File: src/hw/rtl/essu_pkg.sv
package essu_pkg;

  // Field widths.
  localparam int unsigned TimeW    = 32;
  localparam int unsigned AngleW   = 8;
  localparam int unsigned PctW     = 7;
  localparam int unsigned DurW     = 16;
  localparam int unsigned PhaseW   = 3;
  localparam int unsigned NumW     = 24;
  localparam int unsigned CfgIdxW  = 3;
  localparam int unsigned CfgDataW = 16;

  // Fixed constants of the start sequence.
  localparam int unsigned IdleWaitMs = 300;
  localparam int unsigned PctFloor   = 5;
  localparam int unsigned PctSpan    = 95;
  localparam int unsigned PctMax     = 100;

  // Division by 95 as a multiply by ceil(2^22 / 95) and a shift by 22; exact for
  // every numerator below 2^15.
  localparam int unsigned PctNumW  = 15;
  localparam int unsigned PctRecip = 44151;
  localparam int unsigned PctShift = 22;
  localparam int unsigned PctProdW = 31;

  // Register reset values.
  localparam logic [AngleW-1:0] IdleAngleRst    = 8'd20;
  localparam logic [AngleW-1:0] MaxAngleRst     = 8'd160;
  localparam logic [DurW-1:0]   CrankTimeRst    = 16'd2000;
  localparam logic [PctW-1:0]   StageOnePctRst  = 7'd50;
  localparam logic [DurW-1:0]   StageDurRst     = 16'd2000;

  // Register indexes.
  localparam logic [CfgIdxW-1:0] CfgIdleAngle   = 3'd0;
  localparam logic [CfgIdxW-1:0] CfgMaxAngle    = 3'd1;
  localparam logic [CfgIdxW-1:0] CfgCrankTime   = 3'd2;
  localparam logic [CfgIdxW-1:0] CfgStageOnePct = 3'd3;
  localparam logic [CfgIdxW-1:0] CfgStageOneMs  = 3'd4;
  localparam logic [CfgIdxW-1:0] CfgStageTwoMs  = 3'd5;
  localparam logic [CfgIdxW-1:0] CfgStageThrMs  = 3'd6;

  // Sequence phases as seen on the result.
  localparam logic [PhaseW-1:0] PhIdle   = 3'd0;
  localparam logic [PhaseW-1:0] PhWait   = 3'd1;
  localparam logic [PhaseW-1:0] PhCrank  = 3'd2;
  localparam logic [PhaseW-1:0] PhRamp1  = 3'd3;
  localparam logic [PhaseW-1:0] PhRamp2  = 3'd4;
  localparam logic [PhaseW-1:0] PhRamp3  = 3'd5;
  localparam logic [PhaseW-1:0] PhManual = 3'd6;

  typedef struct packed {
    logic [TimeW-1:0] now_ms;
    logic             start_pressed;
    logic             stop_pressed;
    logic             stop_cooldown;
    logic             manual_mode;
    logic             local_override;
    logic [PctW-1:0]  target_percent;
  } in_t;

  typedef struct packed {
    logic              relay_on;
    logic              servo_write;
    logic [AngleW-1:0] servo_angle;
    logic [PhaseW-1:0] phase;
    logic              in_progress;
  } out_t;

  // Commands from the controller to the datapath.
  typedef struct packed {
    logic load;
    logic pct_mul;
    logic ramp_mul;
    logic commit;
  } cmd_t;

  // Status from the datapath to the controller.
  typedef struct packed {
    logic need_pct;
    logic need_ramp;
    logic div_done;
    logic out_free;
  } sts_t;

endpackage

File: src/hw/rtl/essu_div.sv
module essu_div (
  input  logic                          clk_i,
  input  logic                          rst_ni,
  input  logic                          start_i,
  input  logic [essu_pkg::NumW-1:0]     dividend_i,
  input  logic [essu_pkg::DurW-1:0]     divisor_i,
  output logic                          done_o,
  output logic [essu_pkg::NumW-1:0]     quotient_o
);

  localparam int unsigned CntW = $clog2(essu_pkg::NumW + 1);

  logic [essu_pkg::NumW-1:0] shift_q, shift_d;
  logic [essu_pkg::DurW-1:0] rem_q, rem_d;
  logic [essu_pkg::DurW-1:0] dvs_q;
  logic [CntW-1:0]           cnt_q, cnt_d;
  logic                      busy_q, busy_d;
  logic                      done_q, done_d;
  logic [essu_pkg::DurW:0]   trial;
  logic [essu_pkg::DurW:0]   diff;
  logic                      fits;

  // One restoring step per cycle: the quotient bits shift in behind the dividend.
  always_comb begin
    trial   = {rem_q, shift_q[essu_pkg::NumW-1]};
    diff    = trial - {1'b0, dvs_q};
    fits    = (trial >= {1'b0, dvs_q});
    shift_d = shift_q;
    rem_d   = rem_q;
    cnt_d   = cnt_q;
    busy_d  = busy_q;
    done_d  = 1'b0;
    if (busy_q) begin
      shift_d = {shift_q[essu_pkg::NumW-2:0], fits};
      rem_d   = fits ? diff[essu_pkg::DurW-1:0] : trial[essu_pkg::DurW-1:0];
      cnt_d   = cnt_q - CntW'(1);
      if (cnt_q == CntW'(1)) begin
        busy_d = 1'b0;
        done_d = 1'b1;
      end
    end
  end

  always_ff @(posedge clk_i or negedge rst_ni) begin
    if (!rst_ni) begin
      busy_q <= 1'b0;
      done_q <= 1'b0;
      cnt_q  <= '0;
    end else if (start_i) begin
      busy_q <= 1'b1;
      done_q <= 1'b0;
      cnt_q  <= CntW'(essu_pkg::NumW);
    end else begin
      busy_q <= busy_d;
      done_q <= done_d;
      cnt_q  <= cnt_d;
    end
  end

  always_ff @(posedge clk_i) begin
    if (start_i) begin
      shift_q <= dividend_i;
      rem_q   <= '0;
      dvs_q   <= divisor_i;
    end else begin
      shift_q <= shift_d;
      rem_q   <= rem_d;
    end
  end

  assign done_o     = done_q;
  assign quotient_o = shift_q;

endmodule

File: src/hw/rtl/essu_dp.sv
module essu_dp (
  input  logic                            clk_i,
  input  logic                            rst_ni,
  input  logic                            cfg_we_i,
  input  logic [essu_pkg::CfgIdxW-1:0]    cfg_idx_i,
  input  logic [essu_pkg::CfgDataW-1:0]   cfg_data_i,
  input  essu_pkg::in_t                   in_i,
  input  logic                            out_stall_i,
  output logic                            out_valid_o,
  output essu_pkg::out_t                  out_o,
  input  essu_pkg::cmd_t                  cmd_i,
  output essu_pkg::sts_t                  sts_o
);

  // Configuration registers.
  logic [essu_pkg::AngleW-1:0] idle_q, max_q;
  logic [essu_pkg::DurW-1:0]   crank_q, s1_ms_q, s2_ms_q, s3_ms_q;
  logic [essu_pkg::PctW-1:0]   s1_pct_q;

  // Sequence state.
  logic [essu_pkg::PhaseW-1:0] phase_q, phase_d;
  logic                        active_q, active_d;
  logic                        relay_q, relay_d;
  logic [essu_pkg::TimeW-1:0]  pstart_q, pstart_d;
  logic [essu_pkg::AngleW-1:0] from_q, from_d, to_q, to_d;

  // Working registers for the item in flight.
  essu_pkg::in_t               in_q;
  logic [essu_pkg::TimeW-1:0]  elapsed_q;
  logic [essu_pkg::NumW-1:0]   num_q;
  logic                        div_go_q;
  logic                        pct_go_q;
  logic                        pct_zero_q;
  logic [essu_pkg::AngleW-1:0] pct_res_q, ramp_res_q;

  logic                        out_valid_q;
  essu_pkg::out_t              out_q;

  logic [essu_pkg::DurW-1:0]   dur;
  logic                        done;
  logic                        force_off;
  logic [essu_pkg::PctW-1:0]   p_raw, p_sat, pm5;
  logic [14:0]                 idle95;
  logic signed [8:0]           span_s;
  logic signed [16:0]          prod_s;
  logic signed [17:0]          pnum_s;
  logic [essu_pkg::PctProdW-1:0] pct_prod;
  logic [essu_pkg::DurW-1:0]   el16, rest16;
  logic [essu_pkg::NumW-1:0]   rnum;
  logic                        div_done;
  logic [essu_pkg::NumW-1:0]   quotient;
  logic [essu_pkg::AngleW-1:0] pct_ang, ang, cur;
  logic                        wr, moved;

  always_ff @(posedge clk_i or negedge rst_ni) begin
    if (!rst_ni) begin
      idle_q   <= essu_pkg::IdleAngleRst;
      max_q    <= essu_pkg::MaxAngleRst;
      crank_q  <= essu_pkg::CrankTimeRst;
      s1_pct_q <= essu_pkg::StageOnePctRst;
      s1_ms_q  <= essu_pkg::StageDurRst;
      s2_ms_q  <= essu_pkg::StageDurRst;
      s3_ms_q  <= essu_pkg::StageDurRst;
    end else if (cfg_we_i) begin
      case (cfg_idx_i)
        essu_pkg::CfgIdleAngle:   idle_q   <= cfg_data_i[essu_pkg::AngleW-1:0];
        essu_pkg::CfgMaxAngle:    max_q    <= cfg_data_i[essu_pkg::AngleW-1:0];
        essu_pkg::CfgCrankTime:   crank_q  <= cfg_data_i;
        essu_pkg::CfgStageOnePct: s1_pct_q <= cfg_data_i[essu_pkg::PctW-1:0];
        essu_pkg::CfgStageOneMs:  s1_ms_q  <= cfg_data_i;
        essu_pkg::CfgStageTwoMs:  s2_ms_q  <= cfg_data_i;
        essu_pkg::CfgStageThrMs:  s3_ms_q  <= cfg_data_i;
        default: ;
      endcase
    end
  end

  // Duration that closes the current phase.
  always_comb begin
    case (phase_q)
      essu_pkg::PhWait:  dur = essu_pkg::DurW'(essu_pkg::IdleWaitMs);
      essu_pkg::PhCrank: dur = crank_q;
      essu_pkg::PhRamp1: dur = s1_ms_q;
      essu_pkg::PhRamp2: dur = s2_ms_q;
      essu_pkg::PhRamp3: dur = s3_ms_q;
      default:           dur = '0;
    endcase
  end

  assign done      = (elapsed_q >= {{(essu_pkg::TimeW-essu_pkg::DurW){1'b0}}, dur});
  assign force_off = in_q.stop_pressed || in_q.stop_cooldown;

  always_comb begin
    sts_o.need_pct  = !force_off && (
                        (phase_q == essu_pkg::PhCrank && done && !in_q.manual_mode) ||
                        (phase_q == essu_pkg::PhRamp2 && done && !in_q.manual_mode) ||
                        (phase_q == essu_pkg::PhRamp3 && in_q.local_override &&
                         !in_q.manual_mode));
    sts_o.need_ramp = !force_off && !in_q.manual_mode && !done &&
                      (phase_q == essu_pkg::PhRamp1 || phase_q == essu_pkg::PhRamp2 ||
                       phase_q == essu_pkg::PhRamp3);
    sts_o.div_done  = div_done || pct_go_q;
    sts_o.out_free  = !out_valid_q || !out_stall_i;
  end

  // Percent to angle numerator: 95*idle + (p-5)*(max-idle), never negative for p >= 5.
  assign p_raw  = (phase_q == essu_pkg::PhCrank) ? s1_pct_q : in_q.target_percent;
  assign p_sat  = (p_raw > essu_pkg::PctW'(essu_pkg::PctMax)) ?
                  essu_pkg::PctW'(essu_pkg::PctMax) : p_raw;
  assign pm5    = p_sat - essu_pkg::PctW'(essu_pkg::PctFloor);
  assign idle95 = 15'(idle_q) * 15'(essu_pkg::PctSpan);
  assign span_s = $signed({1'b0, max_q}) - $signed({1'b0, idle_q});
  assign prod_s = $signed({10'd0, pm5}) * span_s;
  assign pnum_s = $signed({3'd0, idle95}) + 18'(prod_s);

  // The numerator is at most 95*255, so the reciprocal multiply gives the exact quotient.
  assign pct_prod = essu_pkg::PctProdW'(num_q[essu_pkg::PctNumW-1:0]) *
                    essu_pkg::PctProdW'(essu_pkg::PctRecip);

  // Ramp numerator written as from*(dur-elapsed) + to*elapsed; elapsed < dur here.
  assign el16   = elapsed_q[essu_pkg::DurW-1:0];
  assign rest16 = dur - el16;
  assign rnum   = ({16'd0, from_q} * {8'd0, rest16}) + ({16'd0, to_q} * {8'd0, el16});

  essu_div u_div (
    .clk_i      (clk_i),
    .rst_ni     (rst_ni),
    .start_i    (div_go_q),
    .dividend_i (num_q),
    .divisor_i  (dur),
    .done_o     (div_done),
    .quotient_o (quotient)
  );

  always_ff @(posedge clk_i or negedge rst_ni) begin
    if (!rst_ni) begin
      div_go_q <= 1'b0;
      pct_go_q <= 1'b0;
    end else begin
      div_go_q <= cmd_i.ramp_mul;
      pct_go_q <= cmd_i.pct_mul;
    end
  end

  always_ff @(posedge clk_i) begin
    if (cmd_i.load) begin
      in_q      <= in_i;
      elapsed_q <= in_i.now_ms - pstart_q;
    end
    if (cmd_i.pct_mul) begin
      num_q      <= essu_pkg::NumW'(pnum_s[16:0]);
      pct_zero_q <= (p_sat < essu_pkg::PctW'(essu_pkg::PctFloor));
    end else if (cmd_i.ramp_mul) begin
      num_q <= rnum;
    end
    if (pct_go_q) begin
      pct_res_q <= pct_prod[essu_pkg::PctShift +: essu_pkg::AngleW];
    end
    if (div_done) begin
      ramp_res_q <= quotient[essu_pkg::AngleW-1:0];
    end
  end

  assign pct_ang = pct_zero_q ? '0 : pct_res_q;

  // Next sequence state and the result of this update.
  always_comb begin
    phase_d  = phase_q;
    active_d = active_q;
    relay_d  = relay_q;
    pstart_d = pstart_q;
    from_d   = from_q;
    to_d     = to_q;
    wr       = 1'b0;
    ang      = '0;
    moved    = 1'b0;
    cur      = done ? to_q : ramp_res_q;
    if (force_off) begin
      active_d = 1'b0;
      phase_d  = essu_pkg::PhIdle;
      relay_d  = 1'b0;
      wr       = 1'b1;
    end else begin
      case (phase_q)
        essu_pkg::PhIdle: begin
          if (in_q.manual_mode && active_q) begin
            active_d = 1'b0;
          end else if (in_q.start_pressed && !active_q) begin
            wr       = 1'b1;
            ang      = idle_q;
            pstart_d = in_q.now_ms;
            active_d = 1'b1;
            if (in_q.manual_mode) begin
              relay_d = 1'b1;
              phase_d = essu_pkg::PhCrank;
            end else begin
              phase_d = essu_pkg::PhWait;
            end
          end
        end
        essu_pkg::PhWait: begin
          if (!in_q.manual_mode && done) begin
            relay_d  = 1'b1;
            pstart_d = in_q.now_ms;
            phase_d  = essu_pkg::PhCrank;
          end
        end
        essu_pkg::PhCrank: begin
          if (done) begin
            relay_d  = 1'b0;
            pstart_d = in_q.now_ms;
            if (in_q.manual_mode) begin
              phase_d  = essu_pkg::PhManual;
              active_d = 1'b0;
            end else begin
              from_d  = idle_q;
              to_d    = pct_ang;
              phase_d = essu_pkg::PhRamp1;
            end
          end
        end
        essu_pkg::PhRamp1: begin
          if (!in_q.manual_mode) begin
            wr = 1'b1;
            if (done) begin
              ang      = to_q;
              from_d   = to_q;
              to_d     = max_q;
              pstart_d = in_q.now_ms;
              phase_d  = essu_pkg::PhRamp2;
            end else begin
              ang = ramp_res_q;
            end
          end
        end
        essu_pkg::PhRamp2: begin
          if (!in_q.manual_mode) begin
            wr = 1'b1;
            if (done) begin
              ang      = max_q;
              from_d   = max_q;
              to_d     = pct_ang;
              pstart_d = in_q.now_ms;
              phase_d  = essu_pkg::PhRamp3;
            end else begin
              ang = ramp_res_q;
            end
          end
        end
        essu_pkg::PhRamp3: begin
          if (!in_q.manual_mode) begin
            wr    = 1'b1;
            moved = in_q.local_override && (pct_ang != to_q);
            if (moved) begin
              from_d   = cur;
              to_d     = pct_ang;
              pstart_d = in_q.now_ms;
              ang      = cur;
            end else if (done) begin
              ang      = to_q;
              phase_d  = essu_pkg::PhManual;
              active_d = 1'b0;
            end else begin
              ang = ramp_res_q;
            end
          end
        end
        default: ;
      endcase
    end
  end

  always_ff @(posedge clk_i or negedge rst_ni) begin
    if (!rst_ni) begin
      phase_q  <= essu_pkg::PhIdle;
      active_q <= 1'b0;
      relay_q  <= 1'b0;
      pstart_q <= '0;
      from_q   <= '0;
      to_q     <= '0;
    end else if (cmd_i.commit) begin
      phase_q  <= phase_d;
      active_q <= active_d;
      relay_q  <= relay_d;
      pstart_q <= pstart_d;
      from_q   <= from_d;
      to_q     <= to_d;
    end
  end

  always_ff @(posedge clk_i or negedge rst_ni) begin
    if (!rst_ni) begin
      out_valid_q <= 1'b0;
    end else if (cmd_i.commit) begin
      out_valid_q <= 1'b1;
    end else if (!out_stall_i) begin
      out_valid_q <= 1'b0;
    end
  end

  always_ff @(posedge clk_i) begin
    if (cmd_i.commit) begin
      out_q.relay_on    <= relay_d;
      out_q.servo_write <= wr;
      out_q.servo_angle <= wr ? ang : '0;
      out_q.phase       <= phase_d;
      out_q.in_progress <= active_d;
    end
  end

  assign out_valid_o = out_valid_q;
  assign out_o       = out_q;

endmodule

File: src/hw/rtl/essu_ctrl.sv
module essu_ctrl (
  input  logic           clk_i,
  input  logic           rst_ni,
  input  logic           in_valid_i,
  output logic           in_stall_o,
  input  essu_pkg::sts_t sts_i,
  output essu_pkg::cmd_t cmd_o
);

  localparam logic [2:0] S_IDLE   = 3'd0;
  localparam logic [2:0] S_EVAL   = 3'd1;
  localparam logic [2:0] S_PMUL   = 3'd2;
  localparam logic [2:0] S_PDIV   = 3'd3;
  localparam logic [2:0] S_RMUL   = 3'd4;
  localparam logic [2:0] S_RDIV   = 3'd5;
  localparam logic [2:0] S_COMMIT = 3'd6;

  logic [2:0] state_q, state_d;

  always_comb begin
    state_d        = state_q;
    cmd_o.load     = 1'b0;
    cmd_o.pct_mul  = 1'b0;
    cmd_o.ramp_mul = 1'b0;
    cmd_o.commit   = 1'b0;
    case (state_q)
      S_IDLE: begin
        if (in_valid_i) begin
          cmd_o.load = 1'b1;
          state_d    = S_EVAL;
        end
      end
      S_EVAL: begin
        if (sts_i.need_pct) begin
          state_d = S_PMUL;
        end else if (sts_i.need_ramp) begin
          state_d = S_RMUL;
        end else begin
          state_d = S_COMMIT;
        end
      end
      S_PMUL: begin
        cmd_o.pct_mul = 1'b1;
        state_d       = S_PDIV;
      end
      S_PDIV: begin
        if (sts_i.div_done) begin
          state_d = sts_i.need_ramp ? S_RMUL : S_COMMIT;
        end
      end
      S_RMUL: begin
        cmd_o.ramp_mul = 1'b1;
        state_d        = S_RDIV;
      end
      S_RDIV: begin
        if (sts_i.div_done) begin
          state_d = S_COMMIT;
        end
      end
      S_COMMIT: begin
        if (sts_i.out_free) begin
          cmd_o.commit = 1'b1;
          state_d      = S_IDLE;
        end
      end
      default: state_d = S_IDLE;
    endcase
  end

  always_ff @(posedge clk_i or negedge rst_ni) begin
    if (!rst_ni) begin
      state_q <= S_IDLE;
    end else begin
      state_q <= state_d;
    end
  end

  assign in_stall_o = (state_q != S_IDLE);

  a_div_done_when_waiting: assert property (@(posedge clk_i) disable iff (!rst_ni)
    sts_i.div_done |-> (state_q == S_PDIV || state_q == S_RDIV))
    else $error("divider finished outside a divide wait");

  a_commit_needs_room: assert property (@(posedge clk_i) disable iff (!rst_ni)
    cmd_o.commit |-> sts_i.out_free)
    else $error("result committed while the output register is occupied");

  a_ramp_still_needed: assert property (@(posedge clk_i) disable iff (!rst_ni)
    (state_q == S_RDIV) |-> sts_i.need_ramp)
    else $error("ramp divide running for an update that needs no ramp");

  a_no_back_to_back_load: assert property (@(posedge clk_i) disable iff (!rst_ni)
    cmd_o.load |=> in_stall_o)
    else $error("second transfer taken while an update is in flight");

endmodule

File: src/hw/rtl/engine_start_throttle_sequencer_unit.sv
// Engine start sequencer with a three-stage throttle ramp.
// Each input transfer is one update of the control loop: a millisecond timestamp,
// the start and stop buttons, the mode flags and a requested throttle percent.
// Each update yields exactly one result transfer: starter relay level, a servo
// write strobe with its angle, the sequence phase and the in-progress flag.
// Both channels use valid and stall; a transfer completes on a clock edge with
// valid high and stall low. Configuration registers are written through the
// plain write port while the block is idle; the user must keep to this, as
// the block itself does not enforce it. One update is in flight at a time.
// An update with no arithmetic is loaded, evaluated and committed to the
// output register. A percent-to-angle conversion adds a numerator step, then
// a reciprocal multiply for the division by 95; a ramp interpolation adds a
// multiply step, a divider start, the 24 steps of the restoring divider and
// a step to see it finish. The worst case is a retarget in the final ramp;
// no input is taken before a commit, so the ramp divider sets the throughput.
// A finished result waits in the output register while the receiver stalls;
// the next input transfer is still taken, and its result is held back until
// that register has been emptied.
// Reset returns the sequence to idle with the relay off and the registers at
// their default values; no result is pending afterwards.
module engine_start_throttle_sequencer_unit (
  input  logic                          clk_i,
  input  logic                          rst_ni,
  input  logic                          cfg_we_i,
  input  logic [essu_pkg::CfgIdxW-1:0]  cfg_idx_i,
  input  logic [essu_pkg::CfgDataW-1:0] cfg_data_i,
  input  logic                          in_valid_i,
  output logic                          in_stall_o,
  input  essu_pkg::in_t                 in_i,
  output logic                          out_valid_o,
  input  logic                          out_stall_i,
  output essu_pkg::out_t                out_o
);

  essu_pkg::cmd_t cmd;
  essu_pkg::sts_t sts;

  // The controller sequences each update: evaluate, optional arithmetic, commit.
  essu_ctrl u_ctrl (
    .clk_i      (clk_i),
    .rst_ni     (rst_ni),
    .in_valid_i (in_valid_i),
    .in_stall_o (in_stall_o),
    .sts_i      (sts),
    .cmd_o      (cmd)
  );

  // The datapath holds the registers, the sequence state and the result register.
  essu_dp u_dp (
    .clk_i       (clk_i),
    .rst_ni      (rst_ni),
    .cfg_we_i    (cfg_we_i),
    .cfg_idx_i   (cfg_idx_i),
    .cfg_data_i  (cfg_data_i),
    .in_i        (in_i),
    .out_stall_i (out_stall_i),
    .out_valid_o (out_valid_o),
    .out_o       (out_o),
    .cmd_i       (cmd),
    .sts_o       (sts)
  );

endmodule

File: config.mk
export PLATFORM = sky130hd
export DESIGN_NAME = engine_start_throttle_sequencer_unit
export DESIGN_NICKNAME = d
export VERILOG_FILES = /design/src/hw/rtl/essu_pkg.sv /design/src/hw/rtl/essu_div.sv /design/src/hw/rtl/essu_dp.sv /design/src/hw/rtl/essu_ctrl.sv /design/src/hw/rtl/engine_start_throttle_sequencer_unit.sv
export SDC_FILE = /design/constraint.sdc
export NUM_CORES = 2
export LEC_CHECK = 0
export BUFFER_PORTS_ARGS = -buffer_cell sky130_fd_sc_hd__buf_4
export CORE_MARGIN = 1
export CORE_UTILIZATION = 30
export CTS_BUF_LIST = sky130_fd_sc_hd__clkbuf_8
export DETAILED_ROUTE_END_ITERATION = 12
export PLACE_DENSITY = 0.53
export SYNTH_ARGS = -nofsm -noshare
export SYNTH_HDL_FRONTEND = slang
export SYNTH_SLANG_ARGS = --single-unit
export TNS_END_PERCENT = 20
File: constraint.sdc
create_clock -name clk_i -period 9.7 [get_ports clk_i]
set_input_delay 0.485 -clock clk_i [delete_from_list [all_inputs] [get_ports clk_i]]
set_output_delay 0.485 -clock clk_i [all_outputs]
set_load 0.05 [all_outputs]
Yosys cells after proc, flatten, opt, wreduce, memory -nomap -nowiden
Index checks and enable logic that the tools add are counted.

Output and inout port bits: 16. Latch bits: 0. Bits in writable memories: 0. Word-level logic and storage cells: 244. Input bits: 68. Bits in read-only memories: 0. Memories: 0. Bits in registers: 340.

$mul: 5. Reductions and logical operators: 49. Eq/ne operators: 36. Divide/modulo/power cells: 0. Bitwise logic cells: 2. Magnitude comparators: 4. Shifts and indexed selects: 0. Add/sub/neg operators: 8. Mux-type cells: 99.

Operator list (number): $mux 32 (7); $mux 8 (21); $pmux 32 s5 (1); $pmux 16 s5 (1); $pmux 8 s4 (2); $mux 3 (18); $mul 8x16->24 (2); $mux 24 (2); $mux 17 (2); $ge 32x16->1 (1); $mux 1 (32); $sub 16x16->16 (2); $sub 32x32->32 (1); $mul 15x16->30 const B (1); $add 24x24->24 (1); $eq 3x3->1 const B (8); $pmux 8 s3 (1); $ne 2x2->1 const B (11); $pmux 3 s7 (1); $eq 3x2->1 const B (6); $pmux 3 s6 (1); $add 16x17->17 (1); $ge 17x16->1 (1); $mul 8x9->17 (1); other kinds (31) (78).

Depth between registers and ports, before layout
Word-level depth: 10. Gate-level depth with buffers: 38. Mapped depth without buffers: 35.

By module
A second synthesis with hierarchy kept.

Cells, all modules: 3479. Area total of the unflattened synthesis: 34893.5 um2.

Modules (own cells, without submodules): essu_dp (seq. area each 7480.9 um2, cells each 3161, area an instance 31301.3 um2, instances 1); essu_div (seq. area each 1696.6 um2, cells each 293, area an instance 3352.0 um2, instances 1); essu_ctrl (seq. area each 75.1 um2, cells each 25, area an instance 240.2 um2, instances 1).

Least setup slack after synthesis
Ideal clock, no wire load.

Path kind: reg-to-reg. Start point: register u_dp.phase_q[0] (netlist name). End point: register u_dp.num_q[22] (netlist name). Path slack: 0.179 ns. Required time: 9.583 ns. Period minus slack after synthesis: 9.521 ns. Path buffers: 4. Cell stages (with the launch flop): 37. Arrival time: 9.404 ns. Path through: dfrtp_1 -> clkbuf_1 -> clkbuf_1 -> buf_1 -> clkbuf_1 -> mux2i_1 -> o22a_1 -> ha_1 -> inv_1 -> fa_1 -> a21o_1 -> a21oi_1 -> o21ai_0 -> a21oi_1 -> o21bai_1 -> a211o_1 -> o311ai_1 -> nand2_1 -> fa_1 -> fa_1 -> inv_1 -> fa_1 -> fa_1 -> fa_1 -> inv_1 -> fa_1 -> inv_1 -> ha_1 -> or3_1 -> o21ai_0 -> a21oi_1 -> or3_1 -> a31o_2 -> nand3_1 -> a21boi_0 -> or3_1 -> a32o_1.

Longest elaborated chain between the ends: 5. Elaborated cells between the ends (all ways): 9.

Ends and longest elaborated chain: start: declaration (RTL line essu_dp.sv:21) `logic [essu_pkg::PhaseW-1:0] phase_q, phase_d;`; start signal: assignment (RTL line essu_dp.sv:275) `phase_q <= essu_pkg::PhIdle;`; start signal: assignment (RTL line essu_dp.sv:282) `phase_q <= phase_d;`; $eq 3x3->1, or another cell as far along (RTL line essu_dp.sv:80) `case (phase_q)`; $pmux 16 s5 * (RTL line essu_dp.sv:80); $sub 16x16->16 * (RTL line essu_dp.sv:122) `assign rest16 = dur - el16;`; $mul 8x16->24 * (RTL line essu_dp.sv:123) `assign rnum = ({16'd0, from_q} * {8'd0, rest16}) + ({16'd0, to_q} * {8'd0, el16});`; $add 24x24->24 * (RTL line essu_dp.sv:123); end signal: assignment (RTL line essu_dp.sv:151) `num_q <= essu_pkg::NumW'(pnum_s[16:0]);`; end signal: assignment (RTL line essu_dp.sv:154) `num_q <= rnum;`; end: declaration (RTL line essu_dp.sv:30) `logic [essu_pkg::NumW-1:0] num_q;`.

Mark *: on every way between the ends. The rest lies on a longest branch, timed or not. A chain may end at the register's enable or synchronous reset.

Final worst setup path
Same ends and word-level chain as after synthesis.

==> impl_metrics.toml <==
[detailed_routing]
ant_nets = 0
drt_wl_total_mm = 90.2
routed_via_density = 4.73
drt_iter0_markers = 1310
dr.pass1.iters = 5
vias = 24111
drcViolationCount = 0
wl_per_cell_um = 17.7

[clock_network]
clock_sinks = 340
cts_root_buf = "clkbuf_8"
cts_buffer_depth = 3
cts-htree-levels = 2
clkLatencyLatePin_ns = 0.72
cts_tree = "done"
cts-buffers-inserted = 61
clk_pin_slew_worst_paths_ns = 0.06
cts_setup_buffers = 0

[timing]
skew_ns = 0.0516
tightest_slew_ns = 1.05
slew_viol_final = 0
fin_crit_sh_pct = 93.6
fmax_mhz = 110
rsz0062_at_grt = "no"
setup_tns_ns = 0
timing.slew.headroom_pct = 29.2
setup_viol = 0
final_hold_viol_count = 0
fin_crit_ns = 9.08

[floorplanning]
dieArea_sq_mm = 0.116
io_pins = 84
fp-row-count = 123
die_x_um = 341
die_h_um = 341
fp.coreArea_sq_mm = 0.113
initial_core_util_pct = 30.4

[grt]
grt_pass1_wl_mm = 144
use_met1_pct = 21.7
antenna_found_initial = 1
grt.overflow.total = 0
gr-usage-met3_pct = 2.17
grt_pass1_vias = 25096
grt_use_met2_pct = 25.8
top_usage_layer = "met2"
grt_use_total_pct = 15.7
grt_max_degree = 76

[yosys]
ys_ff_latch = 340
netlist_instances = 3397
netlist_area_sq_mm = 0.0344
avgSynthCellArea_sq_um = 10.1
yosysWarnings = 0
syn-num-nets = 4200
synth-edff-count = 164
ys_types = 88
async_flop_share_pct = 45.0
ys.flop_type = "edfxtp_1"
yosysSeqAreaShare_pct = 26.9

[worst_setup_path]
crit_path_frequent_cell = "fa_1"
cp.required_ns = 10.27
critPathCaptureType = "flop"
path_class = "flop to flop"
worstPathArrival_ns = 9.65
cp_max_fo = 23
slowest_delay_ns = 0.62
cp_num_buf_inv = 5
cp_top_family = "adder cells"
cpMaxStageDelayCell = "dfrtp_4"
startpoint_type = "flop"

[finish]
area_growth_pct = 13.0
drive_gt1_share_pct = 12.5
final_cell_mix = "674 x inv_1, 379 x fa_1, 356 x ha_1"
layout_commonest_cell = "inv_1"
nets = 4348

[status]
status = "finished, final reports clean"

[hold_path]
hp-class = "input port to flop"

[job]
maxCapViolations = 0

[placement]
port-buffer-count = 83
place.gp.congestion = 0.872
dp_hpwl_mm = 71.7
per-stage QoR:
step                hold slack [ns]  utilization (%)  setup slack [ns]  cell area, sq um  cells
floorplan                     0.189                -             0.179             34400   3397
global placement              0.364             32.6             0.516             36800   4929
detailed placement            0.363             32.6             0.284             36800   4929
CTS                         0.00342             34.3             0.234             38800   5098
global route                 0.0181             34.4            0.0186             38900   5099
finish                       0.0443             34.4             0.621             38900   5101
logic make-up (layout without fill, tap and decap cells):
logic type / count (synthesis) / in the layout / share of synthesized area [%]
buffers and inverters: 753 / 954 / 8.34
muxes: 207 / 207 / 6.58
DFF: 340 / 340 / 26.9
AOI/OAI and AO/OA: 478 / 478 / 9.37
and+or+nand+nor: 760 / 760 / 10.6
xor gates and xnor gates: 124 / 124 / 3.16
adders and majority gates: 735 / 735 / 35.0
other: 0 / 3 / 0
repair_timing:
| item | in CTS | in global routing |
|---|---|---|
| endpoints found under the setup margin | 0 | 7 |
| gates resized for setup | 0 | 4 |
| hold buffers | 53 | 0 |
| endpoints found under the hold margin | 91 | 0 |
layer usage:
layer / vias to the layer above / routed length, um
met3: 115 / 4110
met5: - / 0
met4: 0 / 1940
met1: 11958 / 42600
li1: 11512 / -
met2: 526 / 41500
path summary, 6_finish.rpt:
check	start	cells after the start	end	slack, ns
hold reg to reg	u_dp.num_q[21]$_SDFFE_PP0P_	2	u_dp.num_q[21]$_SDFFE_PP0P_	0.45
max in group asynchronous	rst_ni	4	u_dp.phase_q[0]$_DFFE_PN0P_	7.40
setup / recovery	u_dp.phase_q[0]$_DFFE_PN0P_	33	u_dp.num_q[22]$_SDFFE_PP0P_	0.62
min in group asynchronous	rst_ni	2	u_dp.pstart_q[15]$_DFFE_PN0P_	0.20
hold / removal	cfg_data_i[14]	2	u_dp.s2_ms_q[14]$_DFFE_PN0P_	0.04
setup reg to reg	u_dp.phase_q[0]$_DFFE_PN0P_	33	u_dp.num_q[22]$_SDFFE_PP0P_	0.62
final cells by class:
class	instances	area, sq um
fill	11573	74300
clock buffer	76	1050
multi-input combinational	2304	22300
sequential	340	9260
antenna	3	7.51
timing repair buffer	174	1440
inverter	664	2490
tap	1500	1880
clock inverter	40	410
synthesized netlist by cell type (55+ instances only):
master    number  share of area, %
fa_1         379                22
nor2_1       216               2.4
dfrtp_1      122               8.9
edfxtp_1     164                14
ha_1         356                13
mux2_2       148               4.8
and2_1        59               1.1
inv_1        659               7.2
xnor2_1       86               2.2
a21oi_1      119               1.7
mux2i_1       55               1.6
clkbuf_1      69              0.75
nand2_1      228               2.5
o21ai_0       82               1.2
flip-flops by register name, summed over array words and instances, names as in the netlist, 14 cells and up:
name	flops
u_dp.elapsed_q	32
u_dp.u_div.rem_q	16
u_dp.s1_ms_q	16
u_dp.out_o	14
u_dp.s3_ms_q	16
u_dp.u_div.dvs_q	16
u_dp.pstart_q	32
u_dp.num_q	24
u_dp.in_q	44
u_dp.s2_ms_q	16
u_dp.u_div.quotient_o	24
u_dp.crank_q	16
Power is left out: the tool's default activity adds up to more than one toggle a clock period on the data nets, which glitch-free logic cannot reach.
